File: src/rtl/core/rbp_pkg.sv
// shared types and codes of the reference-counted buffer pool
`default_nettype none

package rbp_pkg;

  // field widths of the channels
  localparam int unsigned CMD_W   = 3;
  localparam int unsigned IDX_W   = 4;
  localparam int unsigned BYTES_W = 16;
  localparam int unsigned CNT_W   = 8;
  localparam int unsigned STAT_W  = 2;

  // largest reference count
  localparam logic [CNT_W-1:0] CNT_MAX = '1;

  // command codes; unused codes behave as a query
  typedef enum logic [CMD_W-1:0] {
    CMD_REQUEST = 3'd0,
    CMD_ADD     = 3'd1,
    CMD_DROP    = 3'd2,
    CMD_SHRINK  = 3'd3,
    CMD_QUERY   = 3'd4,
    CMD_LOAD    = 3'd5
  } cmd_e;

  // result status codes
  typedef enum logic [STAT_W-1:0] {
    STAT_OK        = 2'd0,
    STAT_NO_FREE   = 2'd1,
    STAT_BAD_INDEX = 2'd2,
    STAT_COUNT     = 2'd3
  } status_e;

  // input transfer payload
  typedef struct packed {
    logic [CMD_W-1:0]   command;
    logic [IDX_W-1:0]   slot_index;
    logic [BYTES_W-1:0] size_bytes;
  } in_item_t;

  // output transfer payload
  typedef struct packed {
    logic [STAT_W-1:0]  status;
    logic [IDX_W-1:0]   granted_index;
    logic [BYTES_W-1:0] usable_size;
    logic [CNT_W-1:0]   ref_count_out;
  } out_item_t;

  // control outcome of one slot update
  typedef struct packed {
    status_e status;
    logic    wr;
    logic    fit;
  } upd_res_t;

endpackage

`default_nettype wire

File: src/rtl/core/rbp_ram.sv
// generic single-write, single-read ram with registered read data
`default_nettype none

module rbp_ram #(
  parameter int unsigned WIDTH = 40,
  parameter int unsigned DEPTH = 8,
  localparam int unsigned AW = (DEPTH > 1) ? $clog2(DEPTH) : 1
) (
  input  wire logic             clk_i,
  input  wire logic             wr_en_i,
  input  wire logic [AW-1:0]    wr_addr_i,
  input  wire logic [WIDTH-1:0] wr_data_i,
  input  wire logic             rd_en_i,
  input  wire logic [AW-1:0]    rd_addr_i,
  output logic      [WIDTH-1:0] rd_data_o
);

  logic [WIDTH-1:0] mem_q [DEPTH];
  logic [WIDTH-1:0] rd_data_q;

  // write port
  always_ff @(posedge clk_i) begin
    if (wr_en_i) begin
      mem_q[wr_addr_i] <= wr_data_i;
    end
  end

  // registered read port
  always_ff @(posedge clk_i) begin
    if (rd_en_i) begin
      rd_data_q <= mem_q[rd_addr_i];
    end
  end

  assign rd_data_o = rd_data_q;

endmodule

`default_nettype wire

File: src/rtl/core/rbp_slot_update.sv
// next-state logic of one slot entry for every command
`default_nettype none

module rbp_slot_update #(
  parameter int unsigned SIZE_BITS = 16
) (
  input  wire logic [rbp_pkg::CMD_W-1:0] cmd_i,
  input  wire logic                      bad_idx_i,
  input  wire logic [SIZE_BITS-1:0]      size_i,
  input  wire logic [rbp_pkg::CNT_W-1:0] cnt_i,
  input  wire logic [SIZE_BITS-1:0]      cur_i,
  input  wire logic [SIZE_BITS-1:0]      full_i,
  output logic      [rbp_pkg::CNT_W-1:0] cnt_o,
  output logic      [SIZE_BITS-1:0]      cur_o,
  output logic      [SIZE_BITS-1:0]      full_o,
  output rbp_pkg::upd_res_t              res_o
);

  always_comb begin
    cnt_o         = cnt_i;
    cur_o         = cur_i;
    full_o        = full_i;
    res_o.status  = rbp_pkg::STAT_OK;
    res_o.wr      = 1'b0;
    res_o.fit     = 1'b0;
    if (cmd_i == rbp_pkg::CMD_REQUEST) begin
      // first-fit test on the slot under scan
      if (cnt_i == '0 && cur_i >= size_i) begin
        res_o.fit = 1'b1;
        res_o.wr  = 1'b1;
        cnt_o     = rbp_pkg::CNT_W'(1);
        full_o    = cur_i;
      end
    end else if (bad_idx_i) begin
      res_o.status = rbp_pkg::STAT_BAD_INDEX;
    end else begin
      case (cmd_i)
        rbp_pkg::CMD_ADD: begin
          if (cnt_i == rbp_pkg::CNT_MAX) begin
            res_o.status = rbp_pkg::STAT_COUNT;
          end else begin
            cnt_o    = cnt_i + rbp_pkg::CNT_W'(1);
            res_o.wr = 1'b1;
          end
        end
        rbp_pkg::CMD_DROP: begin
          if (cnt_i == '0) begin
            res_o.status = rbp_pkg::STAT_COUNT;
          end else begin
            cnt_o    = cnt_i - rbp_pkg::CNT_W'(1);
            res_o.wr = 1'b1;
            // last reference gone: usable size back to full
            if (cnt_i == rbp_pkg::CNT_W'(1)) begin
              cur_o = full_i;
            end
          end
        end
        rbp_pkg::CMD_SHRINK: begin
          if (size_i < full_i) begin
            cur_o    = size_i;
            res_o.wr = 1'b1;
          end
        end
        rbp_pkg::CMD_LOAD: begin
          cur_o    = size_i;
          full_o   = size_i;
          res_o.wr = 1'b1;
        end
        default: begin
        end
      endcase
    end
  end

endmodule

`default_nettype wire

File: src/rtl/core/refcounted_buffer_pool.sv
// top level of the reference-counted buffer pool with first-fit request
//
//   channel | direction | payload     | handshake
//   --------+-----------+-------------+------------------------
//   in      | input     | in_item_t   | in_valid_i / in_stall_o
//   out     | output    | out_item_t  | out_valid_o / out_stall_i
//
// one command at a time; slot entries live in one ram with a single read port.
// request: slots examined in order from slot 0 (1..POOL_SLOTS), one ram read each.
// other commands: read, then update and write back.
// reset clears per-slot valid bits at once; an unwritten slot reads as all zero.
// a result waits in the output register; the next command is taken meanwhile,
// and its write back holds until the output register is free.
`default_nettype none

module refcounted_buffer_pool #(
  parameter int unsigned POOL_SLOTS = 8,
  parameter int unsigned SIZE_BITS  = 16
) (
  input  wire logic              clk_i,
  input  wire logic              rst_ni,
  input  wire logic              in_valid_i,
  output logic                   in_stall_o,
  input  wire rbp_pkg::in_item_t in_item_i,
  output logic                   out_valid_o,
  input  wire logic              out_stall_i,
  output rbp_pkg::out_item_t     out_item_o
);

  localparam int unsigned AW      = (POOL_SLOTS > 1) ? $clog2(POOL_SLOTS) : 1;
  localparam int unsigned CW      = rbp_pkg::CNT_W;
  localparam int unsigned ENTRY_W = CW + 2 * SIZE_BITS;

  localparam logic [1:0] S_IDLE = 2'd0;
  localparam logic [1:0] S_SCAN = 2'd1;
  localparam logic [1:0] S_EXEC = 2'd2;

  logic [1:0]                  state_q, state_d;
  logic [rbp_pkg::CMD_W-1:0]   cmd_q;
  logic [rbp_pkg::IDX_W-1:0]   idx_q;
  logic [SIZE_BITS-1:0]        size_q;
  logic                        bad_idx_q;
  logic [AW-1:0]               rd_addr_q;
  logic [POOL_SLOTS-1:0]       slot_vld_q;
  logic                        out_valid_q;
  rbp_pkg::out_item_t          out_item_q, out_item_d;

  logic                        accept;
  logic                        rd_en;
  logic [AW-1:0]               rd_addr;
  logic [ENTRY_W-1:0]          rd_data;
  logic [ENTRY_W-1:0]          wr_data;
  logic                        wr_en;
  logic                        entry_vld;
  logic [CW-1:0]               cnt_rd, cnt_nx;
  logic [SIZE_BITS-1:0]        cur_rd, cur_nx, full_rd, full_nx;
  rbp_pkg::upd_res_t           upd;
  logic                        can_finish;
  logic                        last_slot;
  logic                        finish;
  logic                        in_is_req;
  logic                        in_bad_idx;

  assign accept     = in_valid_i && !in_stall_o;
  assign in_stall_o = (state_q != S_IDLE);
  assign can_finish = !out_valid_q || !out_stall_i;
  assign last_slot  = (rd_addr_q == AW'(POOL_SLOTS - 1));
  assign in_is_req  = (in_item_i.command == rbp_pkg::CMD_REQUEST);
  assign in_bad_idx = ({1'b0, in_item_i.slot_index} >= (rbp_pkg::IDX_W + 1)'(POOL_SLOTS));

  // slot entry memory: {count, current size, full size}
  rbp_ram #(
    .WIDTH (ENTRY_W),
    .DEPTH (POOL_SLOTS)
  ) u_slot_ram (
    .clk_i     (clk_i),
    .wr_en_i   (wr_en),
    .wr_addr_i (rd_addr_q),
    .wr_data_i (wr_data),
    .rd_en_i   (rd_en),
    .rd_addr_i (rd_addr),
    .rd_data_o (rd_data)
  );

  // unwritten slots read as zero
  assign entry_vld = slot_vld_q[rd_addr_q];
  assign cnt_rd    = entry_vld ? rd_data[ENTRY_W-1 -: CW] : '0;
  assign cur_rd    = entry_vld ? rd_data[2*SIZE_BITS-1 -: SIZE_BITS] : '0;
  assign full_rd   = entry_vld ? rd_data[SIZE_BITS-1:0] : '0;
  assign wr_data   = {cnt_nx, cur_nx, full_nx};

  rbp_slot_update #(
    .SIZE_BITS (SIZE_BITS)
  ) u_update (
    .cmd_i     (cmd_q),
    .bad_idx_i (bad_idx_q),
    .size_i    (size_q),
    .cnt_i     (cnt_rd),
    .cur_i     (cur_rd),
    .full_i    (full_rd),
    .cnt_o     (cnt_nx),
    .cur_o     (cur_nx),
    .full_o    (full_nx),
    .res_o     (upd)
  );

  // sequencer: read issue, scan stepping and completion
  always_comb begin
    state_d = state_q;
    rd_en   = 1'b0;
    rd_addr = rd_addr_q;
    finish  = 1'b0;
    case (state_q)
      S_IDLE: begin
        if (accept) begin
          rd_en   = 1'b1;
          rd_addr = in_is_req ? '0 : in_item_i.slot_index[AW-1:0];
          state_d = in_is_req ? S_SCAN : S_EXEC;
        end
      end
      S_SCAN: begin
        if (upd.fit || last_slot) begin
          finish = can_finish;
        end else begin
          rd_en   = 1'b1;
          rd_addr = rd_addr_q + AW'(1);
        end
      end
      S_EXEC: begin
        finish = can_finish;
      end
      default: begin
        state_d = S_IDLE;
      end
    endcase
    if (finish) begin
      state_d = S_IDLE;
    end
  end

  assign wr_en = finish && upd.wr;

  // result formation
  always_comb begin
    out_item_d               = '0;
    out_item_d.granted_index = idx_q;
    if (cmd_q == rbp_pkg::CMD_REQUEST) begin
      if (upd.fit) begin
        out_item_d.status        = rbp_pkg::STAT_OK;
        out_item_d.granted_index = rbp_pkg::IDX_W'(rd_addr_q);
        out_item_d.usable_size   = rbp_pkg::BYTES_W'(cur_nx);
        out_item_d.ref_count_out = cnt_nx;
      end else begin
        out_item_d.status        = rbp_pkg::STAT_NO_FREE;
        out_item_d.granted_index = '0;
      end
    end else if (bad_idx_q) begin
      out_item_d.status = rbp_pkg::STAT_BAD_INDEX;
    end else begin
      out_item_d.status        = upd.status;
      out_item_d.usable_size   = rbp_pkg::BYTES_W'(cur_nx);
      out_item_d.ref_count_out = cnt_nx;
    end
  end

  // control registers
  always_ff @(posedge clk_i or negedge rst_ni) begin
    if (!rst_ni) begin
      state_q     <= S_IDLE;
      rd_addr_q   <= '0;
      slot_vld_q  <= '0;
      out_valid_q <= 1'b0;
    end else begin
      state_q <= state_d;
      if (rd_en) begin
        rd_addr_q <= rd_addr;
      end
      if (wr_en) begin
        slot_vld_q[rd_addr_q] <= 1'b1;
      end
      if (finish) begin
        out_valid_q <= 1'b1;
      end else if (!out_stall_i) begin
        out_valid_q <= 1'b0;
      end
    end
  end

  // command and result payload registers
  always_ff @(posedge clk_i) begin
    if (accept) begin
      cmd_q     <= in_item_i.command;
      idx_q     <= in_item_i.slot_index;
      size_q    <= SIZE_BITS'(in_item_i.size_bytes);
      bad_idx_q <= in_bad_idx;
    end
    if (finish) begin
      out_item_q <= out_item_d;
    end
  end

  assign out_valid_o = out_valid_q;
  assign out_item_o  = out_item_q;

endmodule

`default_nettype wire
File: config.mk
export PLATFORM = sky130hd
export DESIGN_NAME = refcounted_buffer_pool
export DESIGN_NICKNAME = d
export VERILOG_FILES = /design/src/rtl/core/rbp_pkg.sv /design/src/rtl/core/rbp_ram.sv /design/src/rtl/core/rbp_slot_update.sv /design/src/rtl/core/refcounted_buffer_pool.sv
export SDC_FILE = /design/constraint.sdc
export NUM_CORES = 1
export LEC_CHECK = 0
export BUFFER_PORTS_ARGS = -buffer_cell sky130_fd_sc_hd__buf_4
export CAP_MARGIN = 10
export CORE_ASPECT_RATIO = 0.75
export CORE_MARGIN = 2
export CORE_UTILIZATION = 40
export CTS_CLUSTER_SIZE = 24
export DETAILED_ROUTE_END_ITERATION = 16
export GPL_ROUTABILITY_DRIVEN = 0
export PLACE_DENSITY_LB_ADDON = 0.25
export SYNTH_ARGS = -nofsm -noshare
export SYNTH_HDL_FRONTEND = slang
export SYNTH_SLANG_ARGS = --single-unit
File: constraint.sdc
create_clock -name clk_i -period 10.96 [get_ports clk_i]
set_clock_uncertainty 0.1 [all_clocks]
set_input_delay 3.288 -clock clk_i [delete_from_list [all_inputs] [get_ports clk_i]]
set_output_delay 3.288 -clock clk_i [all_outputs]
set_load 0.05 [all_outputs]
After elaboration in Yosys (flattened, before gate mapping)
Memories as Yosys holds them, arrays and structs flattened. A register that Yosys moved wholly into a read port is not among the register bits.
Index checks and enable logic that the tools add are counted.
{"block": "word_totals", "register_bits": 68, "output_inout_bits": 32, "ram_bits": 320, "memories": 1, "elab_cells": 108}
{"block": "classes", "n_mux": 58, "n_reduce_logical": 16, "magnitude_cmp": 5, "addsub": 3, "bitwise_logic": 1, "n_eq_ne": 12}
{"memory": "u_slot_ram.mem_q", "words": 8, "width": 40, "read_ports": 1, "rd_ports_with_merged_regs": 1, "wr": 1, "line_no": "rbp_ram.sv:18", "text": "logic [WIDTH-1:0] mem_q [DEPTH];"}
{"op": "16-bit 2-to-1 mux", "n": 11}
{"op": "24-bit 2-to-1 mux", "n": 3}
{"op": "8-bit 2-to-1 mux", "n": 6}
{"op": "16-bit case mux with 3 select lines", "n": 1}
{"op": "16-bit >= comparator", "n": 1}
{"op": "16-bit less-than comparator", "n": 1}
{"op": "2-bit 2-to-1 mux", "n": 8}
{"op": "8-bit case mux with 2 select lines", "n": 1}
{"op": "1-bit 2-to-1 mux", "n": 15}
{"op": "3-bit 2-to-1 mux", "n": 3}
{"op": "8-bit by 1-bit adder with 8-bit output (second input constant)", "n": 1}
{"op": "8-bit by 1-bit == test with 1-bit output (second input constant)", "n": 1}
{"op": "8-bit == test (second input constant)", "n": 1}
{"op": "8-bit logical NOT", "n": 1}
{"op": "8-bit OR", "n": 1}
{"op": "2-bit case mux with 2 select lines", "n": 2}
{"op": "8-bit by 1-bit subtractor with 8-bit output (second input constant)", "n": 1}
{"op": "3-bit by 2-bit == test with 1-bit output (second input constant)", "n": 2}
{"op": "3-bit == test (second input constant)", "n": 2}
{"op": "3-bit logical NOT", "n": 2}
{"op": "3-bit case mux with 2 select lines", "n": 1}
{"op": "5-bit 2-to-1 mux", "n": 1}
{"op": "4-bit >= comparator (second input constant)", "n": 1}
{"op": "1-bit logical AND", "n": 4}
{"op": "other kinds (19)", "n": 24}

Depth between registers and ports, before layout
{"block": "logic_depth", "ltp_word": 13, "mapped_depth": 21, "depth_no_buf": 16}

By module
From an unflattened synthesis, not the netlist that was laid out.
{"block": "hier_totals", "cells_unflattened": 1049, "hier_area_um2": 18644.1}
{"module": "rbp_ram", "seq_area_each_um2": 10810.4, "cells_each": 515, "area_per_inst_um2": 13571.8, "instances": 1}
{"module": "refcounted_buffer_pool", "seq_area_each_um2": 1971.9, "cells_each": 227, "area_per_inst_um2": 3044.2, "instances": 1}
{"module": "rbp_slot_update", "seq_area_each_um2": 0.0, "cells_each": 307, "area_per_inst_um2": 2028.2, "instances": 1}

Worst setup path after synthesis
No wires, ideal clock.
{"block": "synth_timing", "kind": "flip-flop to flip-flop", "from": "reg rd_addr_q[1]", "to": "mem u_slot_ram.mem_q[5][0], enable pin", "slack_ns": 2.661, "path_buffers": 3, "stages_incl_launch_ff": 17, "period_less_slack_ns": 8.299, "required_time_ns": 10.323, "t_arrival_ns": 7.661, "path_cell_list": "dfrtp_1 buf_2 o41ai_1 or3_4 clkbuf_1 clkbuf_1 nand2_1 inv_1 ha_1 nand4_1 a2111oi_0 o311a_4 o21ai_1 o31a_1 o21ai_0 nor2_1 nor4_1"}
{"block": "synth_between", "elab_chain_cells": 13, "elab_cells_between_ends": 25, "cone_classes": "order compare: 2; eq/ne: 2; mux: 17; reduce/logical: 4"}
{"element": "from (decl)", "line_no": "refcounted_buffer_pool.sv:43", "text": "logic [AW-1:0] rd_addr_q;"}
{"element": "from (signal assigned)", "line_no": "refcounted_buffer_pool.sv:176", "text": "rd_addr_q <= rd_addr;"}
{"element": "1-bit binary-select mux with 3-bit select", "line_no": "refcounted_buffer_pool.sv:86", "text": "assign entry_vld = slot_vld_q[rd_addr_q];"}
{"element": "1-bit 2-to-1 mux (implied by the code)", "line_no": "refcounted_buffer_pool.sv:86"}
{"element": "16-bit 2-to-1 mux / 8-bit 2-to-1 mux (equally long branches)", "line_no": "refcounted_buffer_pool.sv:88, refcounted_buffer_pool.sv:87"}
{"element": "16-bit >= comparator / 8-bit logical NOT (equally long branches)", "line_no": "rbp_slot_update.sv:28, rbp_slot_update.sv:47"}
{"element": "1-bit logical AND", "line_no": "rbp_slot_update.sv:28", "text": "if (cnt_i == '0 && cur_i >= size_i) begin"}
{"element": "2-bit 2-to-1 mux", "line_no": "rbp_slot_update.sv:28"}
{"element": "1-bit 2-to-1 mux", "line_no": "rbp_slot_update.sv:26", "text": "if (cmd_i == rbp_pkg::CMD_REQUEST) begin"}
{"element": "1-bit logical OR", "line_no": "refcounted_buffer_pool.sv:122", "text": "if (upd.fit || last_slot) begin"}
{"element": "1-bit 2-to-1 mux", "line_no": "refcounted_buffer_pool.sv:122"}
{"element": "1-bit case mux with 2 select lines", "line_no": "refcounted_buffer_pool.sv:113", "text": "case (state_q)"}
{"element": "1-bit logical AND", "line_no": "refcounted_buffer_pool.sv:141", "text": "assign wr_en = finish && upd.wr;"}
{"element": "1-bit 2-to-1 mux", "line_no": "rbp_ram.sv:23", "text": "if (wr_en_i) begin"}
{"element": "1-bit 2-to-1 mux (implied by the code)", "line_no": "rbp_ram.sv:24", "text": "mem_q[wr_addr_i] <= wr_data_i;"}
{"element": "to (decl)", "line_no": "rbp_ram.sv:18"}
Parallel ways exist; a longest one is shown, timed or not. The select of a mux whose other input is x is not followed.

Final worst setup path
{"block": "layout_timing", "from": "reg rd_addr_q[0]", "to": "reg u_slot_ram.rd_data_q[12] (netlist: u_slot_ram.rd_data_o[12]), read port of u_slot_ram.mem_q, data pin"}
{"block": "layout_between", "elab_chain_cells": 10, "elab_cells_between_ends": 17, "cone_classes": "add/sub: 1; order compare: 1; eq/ne: 1; mux: 11; reduce/logical: 3"}
{"element": "1-bit binary-select mux with 3-bit select", "line_no": "refcounted_buffer_pool.sv:86"}
{"element": "1-bit 2-to-1 mux (implied by the code)", "line_no": "refcounted_buffer_pool.sv:86"}
{"element": "16-bit 2-to-1 mux / 8-bit 2-to-1 mux (equally long branches)", "line_no": "refcounted_buffer_pool.sv:88, refcounted_buffer_pool.sv:87"}
{"element": "16-bit >= comparator / 8-bit logical NOT (equally long branches)", "line_no": "rbp_slot_update.sv:28"}
{"element": "1-bit logical AND", "line_no": "rbp_slot_update.sv:28"}
{"element": "2-bit 2-to-1 mux", "line_no": "rbp_slot_update.sv:28"}
{"element": "1-bit 2-to-1 mux", "line_no": "rbp_slot_update.sv:26"}
{"element": "1-bit logical OR", "line_no": "refcounted_buffer_pool.sv:122"}
{"element": "3-bit 2-to-1 mux / 1-bit 2-to-1 mux (equally long branches)", "line_no": "refcounted_buffer_pool.sv:122"}
{"element": "3-bit case mux with 2 select lines / 1-bit case mux with 2 select lines (equally long branches)", "line_no": "refcounted_buffer_pool.sv:113"}
{"element": "to (decl)", "line_no": "rbp_ram.sv:19", "text": "logic [WIDTH-1:0] rd_data_q;"}
Parallel ways exist; a longest one is shown, timed or not. The select of a mux whose other input is x is not followed.
A chain may end at the register's enable or synchronous reset.

==> impl_metrics.ini <==
[floorplan]
fp-row-count = 69
start_util_pct = 40.6
ios = 59
die_w_um = 258
die_h_um = 194
core_area_um2 = 47600
die_area_um2 = 50100

[setup_path]
crit_path_end_kind = flip-flop
r2r-start = rd_addr_q[0]
crit_type = flip-flop to flip-flop
start_kind = flip-flop
slowest_delay_ps = 810
required_ps = 11230
critical_path_peak_fanout = 57
path_cells = inv_1, o32ai_1, or3_4, nand2_1, inv_1, ha_1, a21o_1, a21oi_1, o22ai_1, a211o_1, o21a_1, o211ai_4, buf_4, buf_4, mux2i_1, a22o_1, a221oi_2
slowest_stage = buf_4
setup.worst_path.start = rd_addr_q[0]
crit_arrival_ps = 7220

[sta]
grt_setup_unrepaired = false
relSlewSlack_pct = 11.1
min_period_ps = 6950
hold_viol_final = 0
tightest_slew_ps = 1320
setup_slack_ps = 4010
setup_viol = 0
period_share_pct = 63.4
max_clock_freq_mhz = 144
finalMaxSlewViolations = 0
tns_ps = 0

[cts]
clk_latency_ps = 560
htreeDepth = 2
cts_root_buffer = clkbuf_16
clk_pin_slew_ps = 60
postCtsHoldBufs = 0
numCtsBuffers = 42
cts_resized = 0
clockBufferDepth = 3
postCtsSetupRepairBufs = 0
cts_tree = done
cts_sinks = 428

[cells_and_area]
fin_nets = 1432
area_delta_synth_final_pct = 12.8
final_cell_mix = edfxtp_1, mux2i_1, buf_4
drive_above_1_share_pct = 15.5
final_common_cell = edfxtp_1
stdcell_area_um2 = 21800
antenna-diode-count = 0

[outcome]
status = finished, final reports clean

[logic_synthesis]
postSynthAreaPerCell_um2 = 14.7
syn_area_um2 = 19300
synth_seq_cells = 428
ys_warn_count = 0
synth_edf_count = 414
synth_ff_type = edfxtp_1
syn_inst = 1318
yosysSeqAreaShare_pct = 66.1
async_flop_share_pct = 3.27
synthDistinctLibCells = 73
syn-num-nets = 1382

[power]
power_density_nw_per_um2 = 298
ir_drop_v = 0.000126
power_w = 0.00650
power.leakage_nw = 7.72

[flow_run]
cap_violations = 0

[placement]
place_area_um2 = 20500
pre_cts_slack_ps = 3810
hpwl_um = 29900
port_buffers = 58

[drt]
avgViaCountPerCell = 5.84
drtAntennaViolNets = 0
drt_iter0_markers = 1215
drt_first_pass_iters = 7
route.detailed.drc = 0
finalWirelength_um = 49500
num_vias = 11900
wl_per_cell_um = 24.3

[global_routing]
grt_pass1_wl_um = 74000
grt_max_degree = 62
antenna_found_initial = 0
grt_use_met2_pct = 27.5
met1_usage_pct = 31.0
grtUsageTotal_pct = 19.5
overflow = 0
grt_pass1_vias = 11400
gr-usage-met3_pct = 3.59
top_usage_layer = met1

[min_path]
worstHoldPathType = flip-flop to flip-flop
hold_start = slot_vld_q[0]
state kept, by name, indices dropped and copies added (netlist names):
signal	count
state_q	2
bad_idx_q	1
rd_addr_q	3
idx_q	4
out_valid_o	1
cmd_q	3
size_q	16
slot_vld_q	8
u_slot_ram.rd_data_o	40
u_slot_ram.mem_q	320
out_item_o	30
cells in the mapped netlist, drive strengths merged, types with 12 or more instances:
cell type	number	area, um2
a211oi	14	105
a21oi	59	295
a221oi	56	728
a22o	45	394
and2	18	113
buf	38	280
clkbuf	42	158
dfrtp	14	350
edfxtp	414	12400
ha	37	463
inv	43	161
mux2i	184	1840
nand2	79	297
nand3	12	60.1
nor2	59	221
nor3	19	100
o21ai	53	280
power by group:
| part | switching, W | internal (W) |
|---|---|---|
| clock network | 0.000607 | 0.000821 |
| registers | 0.000160 | 0.00233 |
| logic | 0.00172 | 0.000864 |
| total | 0.00249 | 0.00401 |
final timing paths:
kind / end / slack [ps] / cells past startpoint
max: u_slot_ram.rd_data_o[12] / 4010 / 17
min: slot_vld_q[0] / 370 / 2
max reg2reg: u_slot_ram.rd_data_o[12] / 4010 / 17
min reg2reg: slot_vld_q[0] / 370 / 2
max in group asynchronous: slot_vld_q[0] / 8070 / 1
min in group asynchronous: state_q[1] / 2490 / 1
per-stage QoR:
step / cells / hold WS (ps) / utilization, %
after global placement: 1962 / 340 / 43.0
final: 2040 / 371 / 45.8
after floorplan: 1318 / 324 / -
after detailed placement: 1962 / 354 / 43.0
after global routing: 2040 / 392 / 45.8
after CTS: 2039 / 369 / 45.8
critical path, delay by kind of cell, from the launching register on:
kind,cells,cell delay [ps]
adders and majority gates,1,250
AOI/OAI and AO/OA,9,2870
and+or+nand+nor,2,850
DFF,1,600
buffers and inverters,4,1750
muxes,1,170
kinds of logic after synthesis:
logic type,synth area share (%)
flops,66.1
xor+xnor,0.136
mux,9.64
buf+inv,3.10
fa+ha+maj,2.39
simple gates,5.47
compound gates,13.1
final cells by class:
class,count,area (um2)
Clock inverter,19,215
Inverter,43,161
Sequential cell,428,12800
Multi-Input combinational cell,767,6080
Tap cell,639,800
Clock buffer,58,1130
Fill cell,4149,25800
Timing Repair Buffer,86,643
layer usage:
layer | part of all wire, % | wire (um)
met1 | 50 | 24800
met2 | 42 | 20700
met3 | 6.7 | 3300
met4 | 1.6 | 790
met5 | 0 | 0
Note: power is estimated with default switching activity, not from simulation.
